===== src/rtl/whp_pkg.sv =====
// types and constants of the wave header parser
package whp_pkg;

    localparam int unsigned BYTE_W     = 8;
    localparam int unsigned KIND_W     = 3;
    localparam int unsigned ERR_W      = 3;
    localparam int unsigned HALF_W     = 16;
    localparam int unsigned WORD_W     = 32;
    localparam int unsigned POS_W      = 6;
    localparam int unsigned PHASE_W    = 2;
    localparam int unsigned OUT_DATA_W = 112;
    localparam int unsigned OUT_PAD_W  = 5;

    localparam logic [KIND_W-1:0] KIND_HEADER  = 3'd0;
    localparam logic [KIND_W-1:0] KIND_ACCEPT  = 3'd1;
    localparam logic [KIND_W-1:0] KIND_PAYLOAD = 3'd2;
    localparam logic [KIND_W-1:0] KIND_ERROR   = 3'd3;
    localparam logic [KIND_W-1:0] KIND_DISCARD = 3'd4;

    localparam logic [ERR_W-1:0] ERR_NONE     = 3'd0;
    localparam logic [ERR_W-1:0] ERR_NOT_RIFF = 3'd1;
    localparam logic [ERR_W-1:0] ERR_NOT_WAVE = 3'd2;
    localparam logic [ERR_W-1:0] ERR_NO_FMT   = 3'd3;
    localparam logic [ERR_W-1:0] ERR_FMT_SIZE = 3'd4;
    localparam logic [ERR_W-1:0] ERR_NOT_PCM  = 3'd5;
    localparam logic [ERR_W-1:0] ERR_NO_DATA  = 3'd6;

    localparam logic [PHASE_W-1:0] PH_HEADER  = 2'd0;
    localparam logic [PHASE_W-1:0] PH_PAYLOAD = 2'd1;
    localparam logic [PHASE_W-1:0] PH_DISCARD = 2'd2;

    localparam logic [POS_W-1:0] POS_RIFF     = 6'd3;
    localparam logic [POS_W-1:0] POS_WAVE     = 6'd11;
    localparam logic [POS_W-1:0] POS_FMT      = 6'd15;
    localparam logic [POS_W-1:0] POS_FMT_SIZE = 6'd19;
    localparam logic [POS_W-1:0] POS_FORMAT   = 6'd21;
    localparam logic [POS_W-1:0] POS_CHANNELS = 6'd23;
    localparam logic [POS_W-1:0] POS_RATE     = 6'd27;
    localparam logic [POS_W-1:0] POS_BITS     = 6'd35;
    localparam logic [POS_W-1:0] POS_DATA     = 6'd39;
    localparam logic [POS_W-1:0] POS_SIZE     = 6'd43;

    localparam logic [WORD_W-1:0] TAG_RIFF       = 32'h4646_4952;
    localparam logic [WORD_W-1:0] TAG_WAVE       = 32'h4556_4157;
    localparam logic [WORD_W-1:0] TAG_FMT        = 32'h2074_6D66;
    localparam logic [WORD_W-1:0] TAG_DATA       = 32'h6174_6164;
    localparam logic [WORD_W-1:0] FMT_CHUNK_SIZE = 32'd16;
    localparam logic [HALF_W-1:0] FORMAT_PCM     = 16'd1;

    typedef struct packed {
        logic              sof;
        logic [BYTE_W-1:0] data;
    } in_beat_t;

    typedef struct packed {
        logic [KIND_W-1:0] kind;
        logic [BYTE_W-1:0] payload;
        logic              last;
        logic [ERR_W-1:0]  err;
        logic [HALF_W-1:0] channels;
        logic [WORD_W-1:0] rate;
        logic [HALF_W-1:0] bits;
        logic [WORD_W-1:0] size;
    } result_t;

endpackage


===== src/rtl/whp_in_stage.sv =====
// input register for incoming file bytes
module whp_in_stage (
    input  logic              clk,
    input  logic              rst_n,
    input  logic              in_valid,
    output logic              in_ready,
    input  whp_pkg::in_beat_t in_beat,
    output logic              held_valid,
    input  logic              held_ready,
    output whp_pkg::in_beat_t held_beat
);
    import whp_pkg::*;

    logic     valid_reg;
    logic     valid_next;
    in_beat_t beat_reg;

    assign in_ready   = !valid_reg || held_ready;
    assign held_valid = valid_reg;
    assign held_beat  = beat_reg;

    always_comb
    begin
        valid_next = valid_reg;
        if (in_ready)
        begin
            valid_next = in_valid;
        end
    end

    always_ff @(posedge clk or negedge rst_n)
    begin
        if (!rst_n)
        begin
            valid_reg <= 1'b0;
        end
        else
        begin
            valid_reg <= valid_next;
        end
    end

    always_ff @(posedge clk)
    begin
        if (in_ready && in_valid)
        begin
            beat_reg <= in_beat;
        end
    end

endmodule


===== src/rtl/whp_parse.sv =====
// header parse state and per-byte result logic
module whp_parse (
    input  logic              clk,
    input  logic              rst_n,
    input  logic              fire,
    input  whp_pkg::in_beat_t beat,
    output whp_pkg::result_t  result
);
    import whp_pkg::*;

    logic [POS_W-1:0]   pos_reg,    pos_next;
    logic [PHASE_W-1:0] phase_reg,  phase_next;
    logic [WORD_W-1:0]  shift_reg,  shift_next;
    logic [HALF_W-1:0]  chan_reg,   chan_next;
    logic [WORD_W-1:0]  rate_reg,   rate_next;
    logic [HALF_W-1:0]  bits_reg,   bits_next;
    logic [WORD_W-1:0]  size_reg,   size_next;
    logic [WORD_W-1:0]  remain_reg, remain_next;
    logic [ERR_W-1:0]   err_reg,    err_next;

    logic [POS_W-1:0]   pos_eff;
    logic [PHASE_W-1:0] phase_eff;
    logic [WORD_W-1:0]  shift_eff;
    logic [WORD_W-1:0]  remain_eff;
    logic [WORD_W-1:0]  sh;
    logic [HALF_W-1:0]  half;
    logic [ERR_W-1:0]   fail;
    logic [KIND_W-1:0]  kind;
    logic [BYTE_W-1:0]  pay;
    logic               last;

    always_comb
    begin
        pos_eff    = beat.sof ? '0 : pos_reg;
        phase_eff  = beat.sof ? PH_HEADER : phase_reg;
        shift_eff  = beat.sof ? '0 : shift_reg;
        remain_eff = beat.sof ? '0 : remain_reg;
        chan_next  = beat.sof ? '0 : chan_reg;
        rate_next  = beat.sof ? '0 : rate_reg;
        bits_next  = beat.sof ? '0 : bits_reg;
        size_next  = beat.sof ? '0 : size_reg;
        err_next   = beat.sof ? ERR_NONE : err_reg;

        pos_next    = pos_eff;
        phase_next  = phase_eff;
        shift_next  = shift_eff;
        remain_next = remain_eff;
        sh          = {beat.data, shift_eff[WORD_W-1:BYTE_W]};
        half        = sh[WORD_W-1:HALF_W];
        fail        = ERR_NONE;
        kind        = KIND_DISCARD;
        pay         = '0;
        last        = 1'b0;

        if (phase_eff == PH_HEADER)
        begin
            shift_next = sh;
            kind       = KIND_HEADER;
            case (pos_eff)
                POS_RIFF:     if (sh != TAG_RIFF) fail = ERR_NOT_RIFF;
                POS_WAVE:     if (sh != TAG_WAVE) fail = ERR_NOT_WAVE;
                POS_FMT:      if (sh != TAG_FMT) fail = ERR_NO_FMT;
                POS_FMT_SIZE: if (sh != FMT_CHUNK_SIZE) fail = ERR_FMT_SIZE;
                POS_FORMAT:   if (half != FORMAT_PCM) fail = ERR_NOT_PCM;
                POS_CHANNELS: chan_next = half;
                POS_RATE:     rate_next = sh;
                POS_BITS:     bits_next = half;
                POS_DATA:     if (sh != TAG_DATA) fail = ERR_NO_DATA;
                POS_SIZE:
                begin
                    size_next   = sh;
                    remain_next = sh;
                    kind        = KIND_ACCEPT;
                    phase_next  = (sh != '0) ? PH_PAYLOAD : PH_DISCARD;
                end
                default: ;
            endcase
            if (fail != ERR_NONE)
            begin
                err_next   = fail;
                phase_next = PH_DISCARD;
                kind       = KIND_ERROR;
            end
            else if (pos_eff < POS_SIZE)
            begin
                pos_next = pos_eff + POS_W'(1);
            end
        end
        else if (phase_eff == PH_PAYLOAD)
        begin
            kind = KIND_PAYLOAD;
            pay  = beat.data;
            if (remain_eff <= WORD_W'(1))
            begin
                last        = 1'b1;
                remain_next = '0;
                phase_next  = PH_DISCARD;
            end
            else
            begin
                remain_next = remain_eff - WORD_W'(1);
            end
        end

        result.kind     = kind;
        result.payload  = pay;
        result.last     = last;
        result.err      = err_next;
        result.channels = chan_next;
        result.rate     = rate_next;
        result.bits     = bits_next;
        result.size     = size_next;
    end

    always_ff @(posedge clk or negedge rst_n)
    begin
        if (!rst_n)
        begin
            pos_reg    <= '0;
            phase_reg  <= PH_HEADER;
            shift_reg  <= '0;
            chan_reg   <= '0;
            rate_reg   <= '0;
            bits_reg   <= '0;
            size_reg   <= '0;
            remain_reg <= '0;
            err_reg    <= ERR_NONE;
        end
        else if (fire)
        begin
            pos_reg    <= pos_next;
            phase_reg  <= phase_next;
            shift_reg  <= shift_next;
            chan_reg   <= chan_next;
            rate_reg   <= rate_next;
            bits_reg   <= bits_next;
            size_reg   <= size_next;
            remain_reg <= remain_next;
            err_reg    <= err_next;
        end
    end

endmodule


===== src/rtl/whp_out_stage.sv =====
// result register driving the output stream
module whp_out_stage (
    input  logic                           clk,
    input  logic                           rst_n,
    input  logic                           res_valid,
    output logic                           res_ready,
    input  whp_pkg::result_t               res,
    output logic                           m_axis_tvalid,
    input  logic                           m_axis_tready,
    output logic [whp_pkg::OUT_DATA_W-1:0] m_axis_tdata,
    output logic                           m_axis_tlast,
    output logic [whp_pkg::KIND_W-1:0]     m_axis_tuser
);
    import whp_pkg::*;

    logic    valid_reg;
    logic    valid_next;
    result_t res_reg;

    assign res_ready     = !valid_reg || m_axis_tready;
    assign m_axis_tvalid = valid_reg;
    assign m_axis_tdata  = {{OUT_PAD_W{1'b0}}, res_reg.size, res_reg.bits, res_reg.rate,
                            res_reg.channels, res_reg.err, res_reg.payload};
    assign m_axis_tlast  = res_reg.last;
    assign m_axis_tuser  = res_reg.kind;

    always_comb
    begin
        valid_next = valid_reg;
        if (res_ready)
        begin
            valid_next = res_valid;
        end
    end

    always_ff @(posedge clk or negedge rst_n)
    begin
        if (!rst_n)
        begin
            valid_reg <= 1'b0;
        end
        else
        begin
            valid_reg <= valid_next;
        end
    end

    always_ff @(posedge clk)
    begin
        if (res_ready && res_valid)
        begin
            res_reg <= res;
        end
    end

endmodule


===== src/rtl/wav_header_parser_top.sv =====
// top level of the wave header parser
//
// channel  dir  data bits                                    user bits       last
// s_axis   in   [7:0] data_byte                              [0] start_of_file  -
// m_axis   out  [7:0] payload_byte [10:8] error_code          [2:0] item_kind  last_payload
//               [26:11] channel_count [58:27] sample_rate
//               [74:59] sample_bits [106:75] data_size
//
// one beat in and one result out per cycle unless the output stalls; a beat
// passes the input register, then the result register, and each holds one beat, so a stalled
// output still lets one more input beat in
// reset clears all parse state and both stage valids; a start-of-file beat
// restarts the parse at any time
module wav_header_parser_top (
    input  logic                           clk,
    input  logic                           rst_n,
    input  logic                           s_axis_tvalid,
    output logic                           s_axis_tready,
    input  logic [whp_pkg::BYTE_W-1:0]     s_axis_tdata,  // data_byte
    input  logic                           s_axis_tuser,  // start_of_file
    output logic                           m_axis_tvalid,
    input  logic                           m_axis_tready,
    output logic [whp_pkg::OUT_DATA_W-1:0] m_axis_tdata,  // payload_byte, error_code,
                                                          // channel_count, sample_rate,
                                                          // sample_bits, data_size, pad
    output logic                           m_axis_tlast,  // last_payload
    output logic [whp_pkg::KIND_W-1:0]     m_axis_tuser   // item_kind
);
    import whp_pkg::*;

    in_beat_t in_beat;
    in_beat_t held_beat;
    logic     held_valid;
    logic     held_ready;
    result_t  res;

    assign in_beat.sof  = s_axis_tuser;
    assign in_beat.data = s_axis_tdata;

    whp_in_stage u_in (
        .clk        (clk),
        .rst_n      (rst_n),
        .in_valid   (s_axis_tvalid),
        .in_ready   (s_axis_tready),
        .in_beat    (in_beat),
        .held_valid (held_valid),
        .held_ready (held_ready),
        .held_beat  (held_beat)
    );

    whp_parse u_parse (
        .clk    (clk),
        .rst_n  (rst_n),
        .fire   (held_valid && held_ready),
        .beat   (held_beat),
        .result (res)
    );

    whp_out_stage u_out (
        .clk           (clk),
        .rst_n         (rst_n),
        .res_valid     (held_valid),
        .res_ready     (held_ready),
        .res           (res),
        .m_axis_tvalid (m_axis_tvalid),
        .m_axis_tready (m_axis_tready),
        .m_axis_tdata  (m_axis_tdata),
        .m_axis_tlast  (m_axis_tlast),
        .m_axis_tuser  (m_axis_tuser)
    );

endmodule


===== config.mk =====
export PLATFORM = sky130hd
export DESIGN_NAME = wav_header_parser_top
export DESIGN_NICKNAME = d
export VERILOG_FILES = /design/src/rtl/whp_pkg.sv /design/src/rtl/whp_in_stage.sv /design/src/rtl/whp_parse.sv /design/src/rtl/whp_out_stage.sv /design/src/rtl/wav_header_parser_top.sv
export SDC_FILE = /design/constraint.sdc
export NUM_CORES = 1
export LEC_CHECK = 0
export BUFFER_PORTS_ARGS = -buffer_cell sky130_fd_sc_hd__buf_2
export CAP_MARGIN = 20
export CORE_MARGIN = 5
export CORE_UTILIZATION = 59
export CTS_CLUSTER_SIZE = 16
export DETAILED_ROUTE_END_ITERATION = 12
export PLACE_DENSITY = 0.85
export SYNTH_ARGS = -nofsm -noshare
export SYNTH_HDL_FRONTEND = slang
export SYNTH_HIERARCHICAL = 1
export SYNTH_SLANG_ARGS = --single-unit

===== constraint.sdc =====
create_clock -name clk -period 3.5 [get_ports clk]
set_input_delay 0.35 -clock clk [delete_from_list [all_inputs] [get_ports clk]]
set_output_delay 0.35 -clock clk [all_outputs]
set_load 0.01 [all_outputs]

=== Word level (Yosys, flattened, before mapping) ===
Cells that the tools add are included.

* Register bits: 285
* Input bits: 13
* Output and inout bits: 118

* Add/sub/neg operators: 2
* Order comparisons: 2
* Equal/unequal tests: 17
* Muxes and demuxes: 46
* Bitwise gates (word level): 1
* Reduce and logical (&&, ||, !) cells: 10

{| class="wikitable"
|+ Operators with widths
! kind !! count
|-
| 2-to-1 mux 32 bit || 13
|-
| 2-to-1 mux 16 bit || 6
|-
| inequality test 32 x 31 -> 1 bit, second input constant || 3
|-
| less-or-equal comparator 32 x 1 -> 1 bit, second input constant || 1
|-
| inequality test 32 x 30 -> 1 bit, second input constant || 1
|-
| inequality test 32 x 5 -> 1 bit, second input constant || 1
|-
| nonzero test 32 bit || 1
|-
| subtractor 32 x 1 -> 32 bit, second input constant || 1
|-
| 2-to-1 mux 3 bit || 9
|-
| equality test 6 x 5 -> 1 bit, second input constant || 4
|-
| 2-to-1 mux 6 bit || 4
|-
| 2-to-1 mux 2 bit || 10
|-
| equality test 6 bit, second input constant || 3
|-
| one-hot mux 3 bit (6 select lines) || 1
|-
| inequality test 16 x 1 -> 1 bit, second input constant || 1
|-
| equality test 6 x 4 -> 1 bit, second input constant || 2
|-
| adder 6 x 1 -> 6 bit, second input constant || 1
|-
| equality test 6 x 2 -> 1 bit, second input constant || 1
|-
| < comparator 6 bit, second input constant || 1
|-
| 2-to-1 mux 1 bit || 3
|-
| nonzero test 3 bit || 1
|-
| equality test 2 x 1 -> 1 bit, second input constant || 1
|-
| logical AND 1 bit || 2
|-
| logical NOT 1 bit || 2
|-
| 4 further kinds || 5
|}

=== Logic depth before layout (Yosys ltp) ===
Gate-level depths: netlist (run 1).

* Depth in word-level cells: 8
* Mapped depth: 15

=== Hierarchy ===
The synthesis (run 1) kept the hierarchy.

{| class="wikitable"
|+ Modules (own cells, without submodules)
! module !! times used !! cells an instance !! area an instance (um2) !! sequential area each (um2)
|-
| whp_parse || 1 || 1080 || 9547.9 || 4078.9
|-
| whp_out_stage || 1 || 121 || 3428.3 || 3358.2
|-
| whp_in_stage || 1 || 13 || 324.1 || 295.3
|-
| wav_header_parser_top || 1 || 1 || 6.3 || 0.0
|}

=== Worst setup path after synthesis (run 1) ===
OpenSTA, ideal clock, no wires.

* Path type: reg-to-reg
* Start: reg u_in.beat_reg, in the netlist u_in/held_beat[8]
* End: reg u_out.res_reg, in the netlist u_out/m_axis_tdata[10], data pin
* Library setup time: 0.262 ns
* Arrival time: 2.939 ns
* Data required time: 3.238 ns
* Path slack: 0.299 ns
* Cell stages (with the launch flop): 16
* Clock period less this slack: 3.201 ns
* Path through: edfxtp_1 -> clkbuf_1 -> buf_2 -> clkbuf_1 -> buf_2 -> nor2b_1 -> ha_1 -> nor2b_1 -> clkbuf_1 -> nand4_1 -> o22a_1 -> o211a_1 -> and3_1 -> buf_2 -> o211ai_1 -> nand2_1

{| class="wikitable"
|+ RTL lines
! element !! RTL line !! text
|-
| from (decl) || whp_in_stage.sv:16 || <nowiki>in_beat_t beat_reg;</nowiki>
|-
| from (signal assigned) || whp_in_stage.sv:47 || <nowiki>beat_reg <= in_beat;</nowiki>
|-
| to (signal assigned) || whp_out_stage.sv:52 || <nowiki>res_reg <= res;</nowiki>
|-
| to (decl) || whp_out_stage.sv:18 || <nowiki>result_t res_reg;</nowiki>
|}

=== Worst setup path in the final report (run 1) ===
* Start: reg u_in.beat_reg, in the netlist u_in/held_beat[1]
* End: reg u_parse.pos_reg[1]

* Longest elaborated chain between the ends: 7

{| class="wikitable"
|+ RTL lines
! element !! RTL line !! text
|-
| inequality test 32 x 30 -> 1 bit (tied with other cells) || whp_parse.sv:62 || <nowiki>POS_FMT: if (sh != TAG_FMT) fail = ERR_NO_FMT;</nowiki>
|-
| 2-to-1 mux 2 bit (tied with other cells) || whp_parse.sv:62 ||
|-
| one-hot mux 3 bit (6 select lines) * || whp_parse.sv:59 || <nowiki>case (pos_eff)</nowiki>
|-
| 2-to-1 mux 3 bit * || whp_parse.sv:55 || <nowiki>if (phase_eff == PH_HEADER)</nowiki>
|-
| nonzero test 3 bit * || whp_parse.sv:78 || <nowiki>if (fail != ERR_NONE)</nowiki>
|-
| 2-to-1 mux 6 bit * || whp_parse.sv:78 ||
|-
| 2-to-1 mux 6 bit * || whp_parse.sv:55 ||
|-
| to (signal assigned) || whp_parse.sv:131 || <nowiki>pos_reg <= pos_next;</nowiki>
|-
| to (decl) || whp_parse.sv:11 || <nowiki>logic [POS_W-1:0] pos_reg, pos_next;</nowiki>
|}

Mark *: on every way between the ends. The rest lies on a longest branch, timed or not. The select of a mux whose other input is x is not followed.
A chain may end at the register's enable or synchronous reset.

==> results of run 1 <==
==> layout by cell type (no fill, tap or decap), drive strengths merged, types with 17 or more instances in the layout <==
| cell | instances |
|---|---|
| a31o | 17 |
| edfxtp | 120 |
| nand3 | 21 |
| o2bb2ai | 22 |
| buf | 170 |
| inv | 21 |
| a21oi | 77 |
| nor2 | 132 |
| mux2 | 82 |
| nand2 | 155 |
| a22oi | 27 |
| dfrtp | 165 |
| clkbuf | 36 |
| mux2i | 22 |
| o21ai | 48 |
==> final timing paths <==
| path | startpoint | to | slack [ps] | cells after the start |
|---|---|---|---|---|
| max reg2reg | u_in/held_beat[1]$_DFFE_PP_ | u_parse/pos_reg[1]$_DFFE_PN0P_ | 350 | 7 |
| min in group asynchronous | rst_n | u_parse/size_reg[14]$_DFFE_PN0P_ | 450 | 2 |
| min | m_axis_tready | u_out/m_axis_tvalid$_DFFE_PN0P_ | 100 | 3 |
| max in group asynchronous | rst_n | u_out/m_axis_tvalid$_DFFE_PN0P_ | 2130 | 3 |
| min reg2reg | u_parse/size_reg[13]$_DFFE_PN0P_ | u_parse/size_reg[13]$_DFFE_PN0P_ | 500 | 1 |
| max | u_in/held_beat[1]$_DFFE_PP_ | u_parse/pos_reg[1]$_DFFE_PN0P_ | 350 | 7 |
==> area by class of cell <==
type                       count  area, um2  share of cell area [%]
sequential                   285       7730                    49.8
timing repair buffer         181       1120                    7.20
antenna                        1       2.50                  0.0161
tap                          285        357                    2.30
clock inverter                18        275                    1.77
multi-input combinational    814       5110                    32.9
clock buffer                  36        856                    5.51
inverter                      20       75.1                   0.484
==> metrics by stage <==
step	instance area [um2]	util, %	hold WS (ps)	power, W	setup slack, ps
final	15500	69.2	98.0	0.0105	355
after global routing	15500	69.2	87.8	0.0109	107
after CTS	15500	69.2	86.6	0.0104	241
after global placement	14300	63.6	472	0.00678	360
after floorplan	13300	-	54.4	0.00592	299
after detailed placement	14300	63.6	474	0.00684	253
==> synth_stat cells, drive strengths merged, types with 19 or more instances <==
cell,instances,area [um2]
nor2,132,495
clkbuf,76,287
edfxtp,120,3600
o2bb2ai,22,193
mux2,82,923
dfrtp,165,4130
inv,19,71.3
mux2i,22,220
nand2,155,582
a22oi,27,203
buf,24,131
o21ai,48,240
a21oi,77,385
nand3,21,110
==> cell families after synthesis <==
family | synth area share [%]
fa+ha+maj | 0.282
other cells | 0.0282
flops | 58.1
mux | 8.59
buf+inv | 3.70
simple gates | 15.1
xor+xnor | 0.197
compound gates | 14.0
==> layer usage <==
metal / vias to the layer above / GRT usage [%] / routed length, um
met3: 109 / 5.29 / 3680
li1: 4651 / - / -
met4: 0 / 9.46 / 1200
met1: 5173 / 39.2 / 14400
met2: 631 / 45.9 / 17900
met5: - / 0 / 0
==> report_power, final <==
| part | internal, W | switching, W |
|---|---|---|
| logic | 0.000881 | 0.00137 |
| registers | 0.00397 | 0.000689 |
| clock network | 0.00219 | 0.00136 |
==> worst max-delay path, delay by kind of cell, from the launching register on <==
kind / cells / cell delay [ps]
AO/OA/AOI/OAI: 1 / 330
AND/OR/NAND/NOR: 5 / 1900
flip-flops: 1 / 620
multiplexers: 1 / 210
==> what timing repair did <==
item / in CTS / in global routing
endpoints found under the hold margin: 106 / 0
endpoints found under the setup margin: 0 / 1
gates resized for setup: 0 / 1
hold buffers: 11 / 0
buffers inserted: 0 / 0
==> results.md, run 1 <==
* Slew HR at roughly 30%
* CTS tree: done
* Detailed Route WL at approximately 37000 um
* Wire per inst at 22.7 um
* Post-route ant nets at 0
* Die area at approximately 26000 um2
* Unique masters post-synth at 77
* Worst hold path type: in2reg
* Arr. time, crit path at around 3600 ps
* Status: finished clean
* #FFs+latches synth at 285
* Later-pin clock latency in the skew report at about 570 ps
* Ys async rst share at between 50 and 60%
* Crit path launch type: flop
* Overflow after GRT at 0
* FILL cells at between 1500 and 2000
* Antenna violations before repair at 0
* Root buf cell: clkbuf_16
* Post-synth EDFFs at 120
* Die Width at around 160 um
* Setup Viol. Count Final at 0
* Die height at roughly 160 um
* Post-route DRC at 0
* Power density cells at 674 nW/um2
* H-tree depth at 1
* Ports at approximately 130
* Clk_skew at about 14 ps
* Yosys warns at 6
* Worst setup EP type: flop
* Layout cells sized above 1 at 25.3%
* Worst-Margin Slew at 1050 ps
* Post-Syn Instances at roughly 1200
* CTS Buf Count at 29
* Total GRT Usage at between 20% and 30%
* Initial Util at 59.3%
* Clock transition at path regs at roughly 60 ps
* Clk buf depth at 3
* Critical path peak fanout at 13
* Core area at approximately 22000 um2
* Nets at 1347
* CTS Sinks at 285
* Crit share post-route at approximately 90%
* Largest net degree at the start of global routing at 98
* Area growth, synth to finish at 16.7%
* Crit-path max cell delay at slightly above 600 ps
* Crit path kind: reg2reg
* Primary FF master, synth: dfrtp_1
* Row count at between 50 and 60
* Starting DRT DRC Count at around 1200
* Crit-path cells: nor4_1 > nand3b_1 > or4_1 > a2bb2oi_1 > and3_1 > and3_1 > mux2i_1
* Non-Filler Instances at ~1600
* Port buffer count at 125
* Number of max-cap violations at 0
* Number of detailed-route iterations in the first pass at 6
* Register area share after synthesis at between 50% and 60%
* Placed Instances at 1574
* Fmax at 318 MHz
* Vias after detailed routing at ~11000
* RSZ-0062 raised after global routing: false
* Final Slew Violations at 0
* VDD IR max at around 0.5 mV
* Final hold viol count at 0
* Dpl hpwl at between 20000 and 25000 um
* WP data required at about 4000 ps
* Area of the mapped netlist at 13300 um2
* Max FFs per register at 107
* First-pass GRT wire length at a little under 60000 um
* Leakage at between 6 and 7 nW
* Vias in the first global route at approximately 10000
* Crit-path slowest cell: edfxtp_1
* Setup TNS at 0 ps
* Via/cell ratio at ~6.4
* Synth Area per Inst at between 10 and 15 um2
* Most used cell, CP: and3_1
* Final Critical Period at between 3000 and 4000 ps
* GP Congestion at around 1
(Power assumes the default switching activity.)
==> run 2, diff against run 1 <==
Settings changed: ABC_AREA set to 1, CORE_UTILIZATION 59 to 60, PLACE_DENSITY 0.85 to 0.86.
==> run 2 against run 1 <==
Effect of this change:
- sequential cell count is the same
- synthesized cell count grew 34%
- worst hold slack improved by 22 ps
- cell count increased by 24%
- critical path depth unchanged
- critical path type unchanged
- critical endpoint is now u_parse/bits_reg[8]$_DFFE_PN0P_
- largest cell class unchanged
==> results.md, run 2 <==
* Post-synth EDFFs at 120 (unchanged)
* Int Pwr at 0.00603 W (was 0.00705 W)
* Unique masters post-synth at 45 (was 77)
* Vias in the first global route at 11400 (was 10400)
* Min setup slack post-route at 425 ps (was 355 ps)
* Area of the mapped netlist at 13900 um2 (was 13300 um2)
* Clock group share of total power at 38.6% (was 33.9%)
* CTS tree: done (unchanged)
* Worst-Margin Slew at 1050 ps (about the same)
* Sequential power share at 45.9% (was 44.5%)
* CTS Buf Count at 29 (unchanged)
* Post-route DRC at 0 (unchanged)
* Wire per inst at 19.2 um (was 22.7 um)
* Final Slew Violations at 0 (unchanged)
* Largest net degree at the start of global routing at 149 (was 98)
* Primary FF master, synth: dfrtp_1 (unchanged)
* CTS Sinks at 285 (unchanged)
* Dpl hpwl at 26200 um (was 23100 um)
* Non-Filler Instances at 2036 (was 1640)
* Arr. time, crit path at 3570 ps (was 3620 ps)
* GP Congestion at 0.931 (was 0.987)
* Port buffer count at 125 (unchanged)
* Post-synth top cells: 457 x nand2_1, 190 x nor2_1, 165 x dfrtp_1 (was 165 x dfrtp_1, 155 x nand2_1, 132 x nor2_1)
* Post-route ant nets at 0 (unchanged)
* RSZ-0062 raised after global routing: false (unchanged)
* Detailed Route WL at 39100 um (was 37200 um)
* Die Width at 162 um (was 160 um)
* Number of detailed-route iterations in the first pass at 6 (unchanged)
* #FFs+latches synth at 285 (unchanged)
* Die height at 162 um (was 160 um)
* Synth Area per Inst at 8.57 um2 (was 11.0 um2)
* Post-CTS setup buffer count at 0 (unchanged)
* Via/cell ratio at 5.94 (was 6.44)
* H-tree depth at 1 (unchanged)
* Fmax at 325 MHz (was 318 MHz)
* Most frequent cell after synthesis: nand2_1 (was dfrtp_1)
* Max FFs per register at 107 (unchanged)
* Most frequent cells in the layout: 457 x nand2_1, 190 x nor2_1, 165 x dfrtp_1, 137 x inv_1, 124 x buf_2 (was 165 x dfrtp_1, 155 x nand2_1, 131 x nor2_1, 124 x buf_2, 120 x edfxtp_1)
* Synth top area cells: dfrtp_1 30%, edfxtp_1 26%, nand2_1 12% (was dfrtp_1 31%, edfxtp_1 27%, mux2_2 6.9%)
* Clk buf depth at 3 (unchanged)
* Yosys warns at 6 (unchanged)
* FILL cells at 1756 (was 1577)
* Core area at 22700 um2 (was 22400 um2)
* Nets at 1744 (was 1347)
* Clk_skew at 20.7 ps (was 14.5 ps)
* Clock transition at path regs at 60 ps (about the same)
* Number of max-cap violations at 0 (unchanged)
* Row count at 55 (unchanged)
* Setup TNS at 0 ps (unchanged)
* Setup Viol. Count Final at 0 (unchanged)
* Yosys top cell area share at 29.7% (was 31.0%)
* Starting DRT DRC Count at 1371 (was 1213)
* WP data required at 4000 ps (was 3980 ps)
* VDD IR max at 0.371 mV (was 0.504 mV)
* Post-Syn Instances at 1624 (was 1215)
* Hold WS at 120 ps (was 98.0 ps)
* Antenna violations before repair at 1 (was 0)
* Final Critical Period at 3070 ps (was 3150 ps)
* Status: finished clean (unchanged)
* Critical path peak fanout at 50 (was 13)
* Overflow after GRT at 0 (unchanged)
* Ys async rst share at 57.9% (unchanged)
* Cell taking the most area after synthesis: dfrtp_1 (unchanged)
* Crit path launch type: flop (unchanged)
* Register area share after synthesis at 55.6% (was 58.1%)
* Commonest non-fill, non-tap cell in the layout: nand2_1 (was dfrtp_1)
* Worst hold path type: in2reg (unchanged)
* Combinational share of power at 15.5% (was 21.5%)
* Switching power total at 0.00244 W (was 0.00342 W)
* Layout cells sized above 1 at 14.3% (was 25.3%)
* Area growth, synth to finish at 13.8% (was 16.7%)
* Crit share post-route at 87.8% (was 89.9%)
* Slew HR at 29.9% (was 29.5%)
* Vias after detailed routing at 12100 (was 10600)
* Die area at 26300 um2 (was 25700 um2)
* Power density cells at 535 nW/um2 (was 674 nW/um2)
* First-pass GRT wire length at 61300 um (was 58700 um)
* Post-Place Setup Slack at 538 ps (was 253 ps)
* Initial Util at 61.3% (was 59.3%)
* Root buf cell: clkbuf_16 (unchanged)
* Final hold viol count at 0 (unchanged)
* Worst setup EP type: flop (unchanged)
* Leakage at 7.22 nW (was 6.74 nW)
* Ports at 131 (unchanged)
* Total GRT Usage at 29.2% (was 28.4%)
* Sw frac at 28.8% (was 32.7%)
* Later-pin clock latency in the skew report at 570 ps (about the same)
* Crit path kind: reg2reg (unchanged)
* Placed Instances at 1971 (was 1574)
* Post-CTS resize count at 0 (unchanged)
==> run 2: cell types whose count changed in the layout (fill, tap and decap cells not counted), moves of 24 or more <==
cell,before,now
o32ai_1,2,27
o21ai_0,46,111
o21ai_1,2,30
mux2_2,82,0
nand2_1,155,457
nand3_1,20,110
a21oi_1,77,21
a22oi_1,27,3
inv_1,19,137
nor2_1,131,190
==> run 2: path summary, 6_finish.rpt <==
check / slack (ps) / end / depth (start not counted) / start
max: 430 / u_parse/bits_reg[8]$_DFFE_PN0P_ / 7 / u_in/held_beat[8]$_DFFE_PP_
min: 120 / u_out/m_axis_tvalid$_DFFE_PN0P_ / 4 / m_axis_tready
max reg2reg: 430 / u_parse/bits_reg[8]$_DFFE_PN0P_ / 7 / u_in/held_beat[8]$_DFFE_PP_
min reg2reg: 480 / u_parse/size_reg[0]$_DFFE_PN0P_ / 2 / u_parse/size_reg[0]$_DFFE_PN0P_
max in group asynchronous: 2300 / u_parse/remain_reg[26]$_DFFE_PN0P_ / 3 / rst_n
min in group asynchronous: 390 / u_parse/bits_reg[2]$_DFFE_PN0P_ / 2 / rst_n
==> run 2: cells by family after synthesis <==
kind of cell / synth area share [%]
DFF: 55.6
xor gates and xnor gates: 1.20
buffers and inverters: 7.18
other: 0.0270
AOI/OAI and AO/OA: 11.1
and+or+nand+nor: 24.6
adders and majority gates: 0.270
==> run 2: area by class of cell <==
cell class	count	area, um2	area share (%)
inverters	150	573	3.62
clock inverters	15	231	1.46
clock buffers	38	769	4.86
repair buffers	159	965	6.09
diodes	1	2.50	0.0158
multi-input cells	1103	5210	32.9
well taps	285	357	2.25
flip-flops and latches	285	7730	48.8
==> run 2: stage by stage <==
stage / utilization (%) / cell area (um2) / total power, W
after floorplan: - / 13900 / 0.00477
after global placement: 64.8 / 14700 / 0.00519
after detailed placement: 64.8 / 14700 / 0.00522
after CTS: 69.7 / 15800 / 0.00847
after global routing: 69.7 / 15800 / 0.00879
final: 69.7 / 15800 / 0.00847
==> run 2: timing repair <==
item	4_1_cts	5_1_grt
endpoints found under the hold margin	78	0
setup endpoints to repair	0	0
hold buffers	11	0
==> run 2: power by group through the flow <==
stage / clock network (W) / logic (W) / registers [W]
finish: 0.00327 / 0.00131 / 0.00389
global route: 0.00345 / 0.00144 / 0.00391
CTS: 0.00330 / 0.00129 / 0.00388
detailed placement: 0 / 0.00127 / 0.00395
global placement: 0 / 0.00125 / 0.00394
floorplan: 0 / 0.000809 / 0.00396
==> run 2: critical path, stage by stage, from the launching register on <==
cell	delay (ps)
edfxtp_1	510
buf_4	550
nor2_2	160
nor2_8	290
nand3_1	700
o21ai_0	560
nand2_1	100
nand2_1	100
==> run 2: metal layers <==
layer	GRT usage, %	vias up	part of all wire, %
li1	-	5569	-
met1	40.6	5725	40
met2	46.2	672	46
met3	5.10	123	10
met4	11.7	0	4.5
met5	0	-	0
==> run 3, diff against run 2 <==
Settings changed: CORE_MARGIN 5 to unset, RECOVER_POWER set to 25.
==> run 3 against run 2 <==
Effect of this change:
- the run now ends with capacitance limit, slew limit left
- cell count is 0.15% lower
- total power is 0.29% lower
- sequential share of layout area is 0.32 points higher
- non-clock buffer count is 3 lower
- via count is 0.24% lower
- design area is 0.65% lower
- sequential cell count stayed put
- critical path depth is 1 higher
==> results.md, run 3 (synthesis gave the netlist of run 2 again) <==
* R2R cell count at 8 (was 7)
* Core area at 22700 um2 (unchanged)
* Critical path peak fanout at 46 (was 50)
* Most used cell, CP: nand2_1 (unchanged)
* CTS Buf Count at 29 (unchanged)
* Post-CTS resize count at 0 (unchanged)
* Clk_skew at 35.4 ps (was 20.7 ps)
* Final hold viol count at 0 (unchanged)
* Failing checks: capacitance limit, slew limit
* Die area at 23800 um2 (was 26300 um2)
* Crit-path max cell delay at 820 ps (was 700 ps)
* Worst-Margin Slew at 2020 ps (was 1050 ps)
* Initial Util at 61.3% (unchanged)
* Fmax at 322 MHz (was 325 MHz)
* Detailed Route WL at 38100 um (was 39100 um)
* Power density cells at 537 nW/um2 (was 535 nW/um2)
* VDD IR max at 0.465 mV (was 0.371 mV)
* Area growth, synth to finish at 13.1% (was 13.8%)
* Arr. time, crit path at 3600 ps (was 3570 ps)
* Hold Path Depth at 4 (unchanged)
* Number of detailed-route iterations in the first pass at 6 (unchanged)
* Status: complete, but fails checks (was finished clean)
* Later-pin clock latency in the skew report at 560 ps (was 570 ps)
* Layout cells sized above 1 at 12.5% (was 14.3%)
* Nets at 1741 (was 1744)
* Port buffer count at 125 (unchanged)
* Crit path kind: reg2reg (unchanged)
* Worst setup EP type: flop (unchanged)
* Row count at 55 (unchanged)
* Leakage at 7.13 nW (was 7.22 nW)
* Vias in the first global route at 11300 (was 11400)
* Setup Viol. Count Final at 0 (unchanged)
* First-pass GRT wire length at 59700 um (was 61300 um)
* Ports at 131 (unchanged)
* RSZ-0062 raised after global routing: false (unchanged)
* Root buf cell: clkbuf_16 (unchanged)
* Die Width at 154 um (was 162 um)
* Overflow after GRT at 0 (unchanged)
* FILL cells at 1733 (was 1756)
* H-tree depth at 1 (unchanged)
* Reg2reg start: u_in/held_beat[8]$_DFFE_PP_ (unchanged)
* Max FFs per register at 107 (unchanged)
* Worst hold path type: in2reg (unchanged)
* Final Critical Period at 3100 ps (was 3070 ps)
* GP Congestion at 0.947 (was 0.931)
* Dpl hpwl at 25300 um (was 26200 um)
* Die height at 154 um (was 162 um)
* Antenna violations before repair at 0 (was 1)
* Most frequent cells in the layout: 457 x nand2_1, 191 x nor2_1, 165 x dfrtp_1, 137 x inv_1, 120 x edfxtp_1 (was 457 x nand2_1, 190 x nor2_1, 165 x dfrtp_1, 137 x inv_1, 124 x buf_2)
* Final Util at 69.3% (was 69.7%)
* CTS Sinks at 285 (unchanged)
* Total GRT Usage at 31.9% (was 29.2%)
* Clock transition at path regs at 60 ps (about the same)
* Via/cell ratio at 5.93 (was 5.94)
* Post-route DRC at 0 (unchanged)
* Clk buf depth at 3 (unchanged)
* Crit path launch type: flop (unchanged)
* Crit-path cells: inv_4 > nand2_1 > inv_1 > nor2_8 > nand3_1 > o21ai_0 > nand2_1 > nand2_1 (was buf_4 > nor2_2 > nor2_8 > nand3_1 > o21ai_0 > nand2_1 > nand2_1)
* Slew HR at -34.5% (was 29.9%)
* Setup TNS at 0 ps (unchanged)
* Largest net degree at the start of global routing at 89 (was 149)
* Number of diodes at 0 (was 1)
* CTS tree: done (unchanged)
* Crit share post-route at 88.7% (was 87.8%)
* Number of max-cap violations at 1 (was 0)
* Crit-path slowest cell: nand3_1 (unchanged)
* Post-route ant nets at 0 (unchanged)
* Commonest non-fill, non-tap cell in the layout: nand2_1 (unchanged)
* Final Slew Violations at 78 (was 0)
* Worst Setup SP: u_in/held_beat[8]$_DFFE_PP_ (unchanged)
* Starting DRT DRC Count at 1216 (was 1371)
* Hold Crit Start: m_axis_tready (unchanged)
* Wire per inst at 18.8 um (was 19.2 um)
* WP data required at 3990 ps (was 4000 ps)
* Vias after detailed routing at 12100 (about the same)
run 3: cell types whose count changed in the layout (fill, tap and decap cells not counted), moves of 3 or more:
cell        delta
clkbuf_1      +26
buf_2         -23
clkinvlp_4     -4
buf_12         -3
clkinv_1       +3
run 3: final timing paths:
kind                                                          to  slack [ps]
worst max-delay path            u_parse/bits_reg[12]$_DFFE_PN0P_         400
worst max register to register  u_parse/bits_reg[12]$_DFFE_PN0P_         400
worst min register to register  u_parse/size_reg[30]$_DFFE_PN0P_         480
worst min-delay path             u_out/m_axis_tvalid$_DFFE_PN0P_         160
min in group asynchronous            u_in/held_valid$_DFFE_PN0P_         870
max in group asynchronous       u_parse/chan_reg[12]$_DFFE_PN0P_         650
run 3: power by group:
group	leakage, nW	internal [W]	total (W)	switching (W)
Combinational	3.25	0.000347	0.00129	0.000947
Sequential	3.40	0.00374	0.00388	0.000143
Clock	0.480	0.00199	0.00327	0.00128
Total	7.13	0.00608	0.00845	0.00237
run 3: worst max-delay path: cells and delay by family, from the launching register on:
| kind | cells | cell delay (ps) |
|---|---|---|
| AND/OR/NAND/NOR | 5 | 1720 |
| AO/OA/AOI/OAI | 1 | 580 |
| flip-flops | 1 | 390 |
| buffers and inverters | 2 | 310 |
run 3: stage by stage:
step                worst slack [ps]  cells  cell area, um2  hold WS [ps]  total power [W]
finish                           396   2033           15700           162          0.00845
floorplan                        765   1628           13900          54.4          0.00477
CTS                              470   2033           15800           134          0.00845
global placement                 639   1968           14700           444          0.00517
detailed placement               492   1968           14700           438          0.00520
global route                     138   2033           15700           180          0.00875
run 3: area by class of cell:
type / instances / area, um2 / share of cell area (%)
clock buffer: 41 / 781 / 4.96
clock inverter: 13 / 218 / 1.38
inverter: 150 / 573 / 3.64
multi-input combinational: 1103 / 5210 / 33.1
sequential: 285 / 7730 / 49.1
timing repair buffer: 156 / 870 / 5.53
tap: 285 / 357 / 2.27
run 3: layer usage:
layer / track usage (%) / wire length [um] / up-vias
li1: - / - / 5571
met1: 44.6 / 15700 / 5762
met2: 49.3 / 17400 / 620
met3: 5.52 / 3440 / 107
met4: 14.3 / 1600 / 0
met5: 0 / 0 / -
run 3: what timing repair did:
| item | 4_1_cts | 5_1_grt |
|---|---|---|
| hold buffers | 11 | 0 |
| endpoints found under the hold margin | 85 | 0 |
| buffers inserted | 0 | 0 |
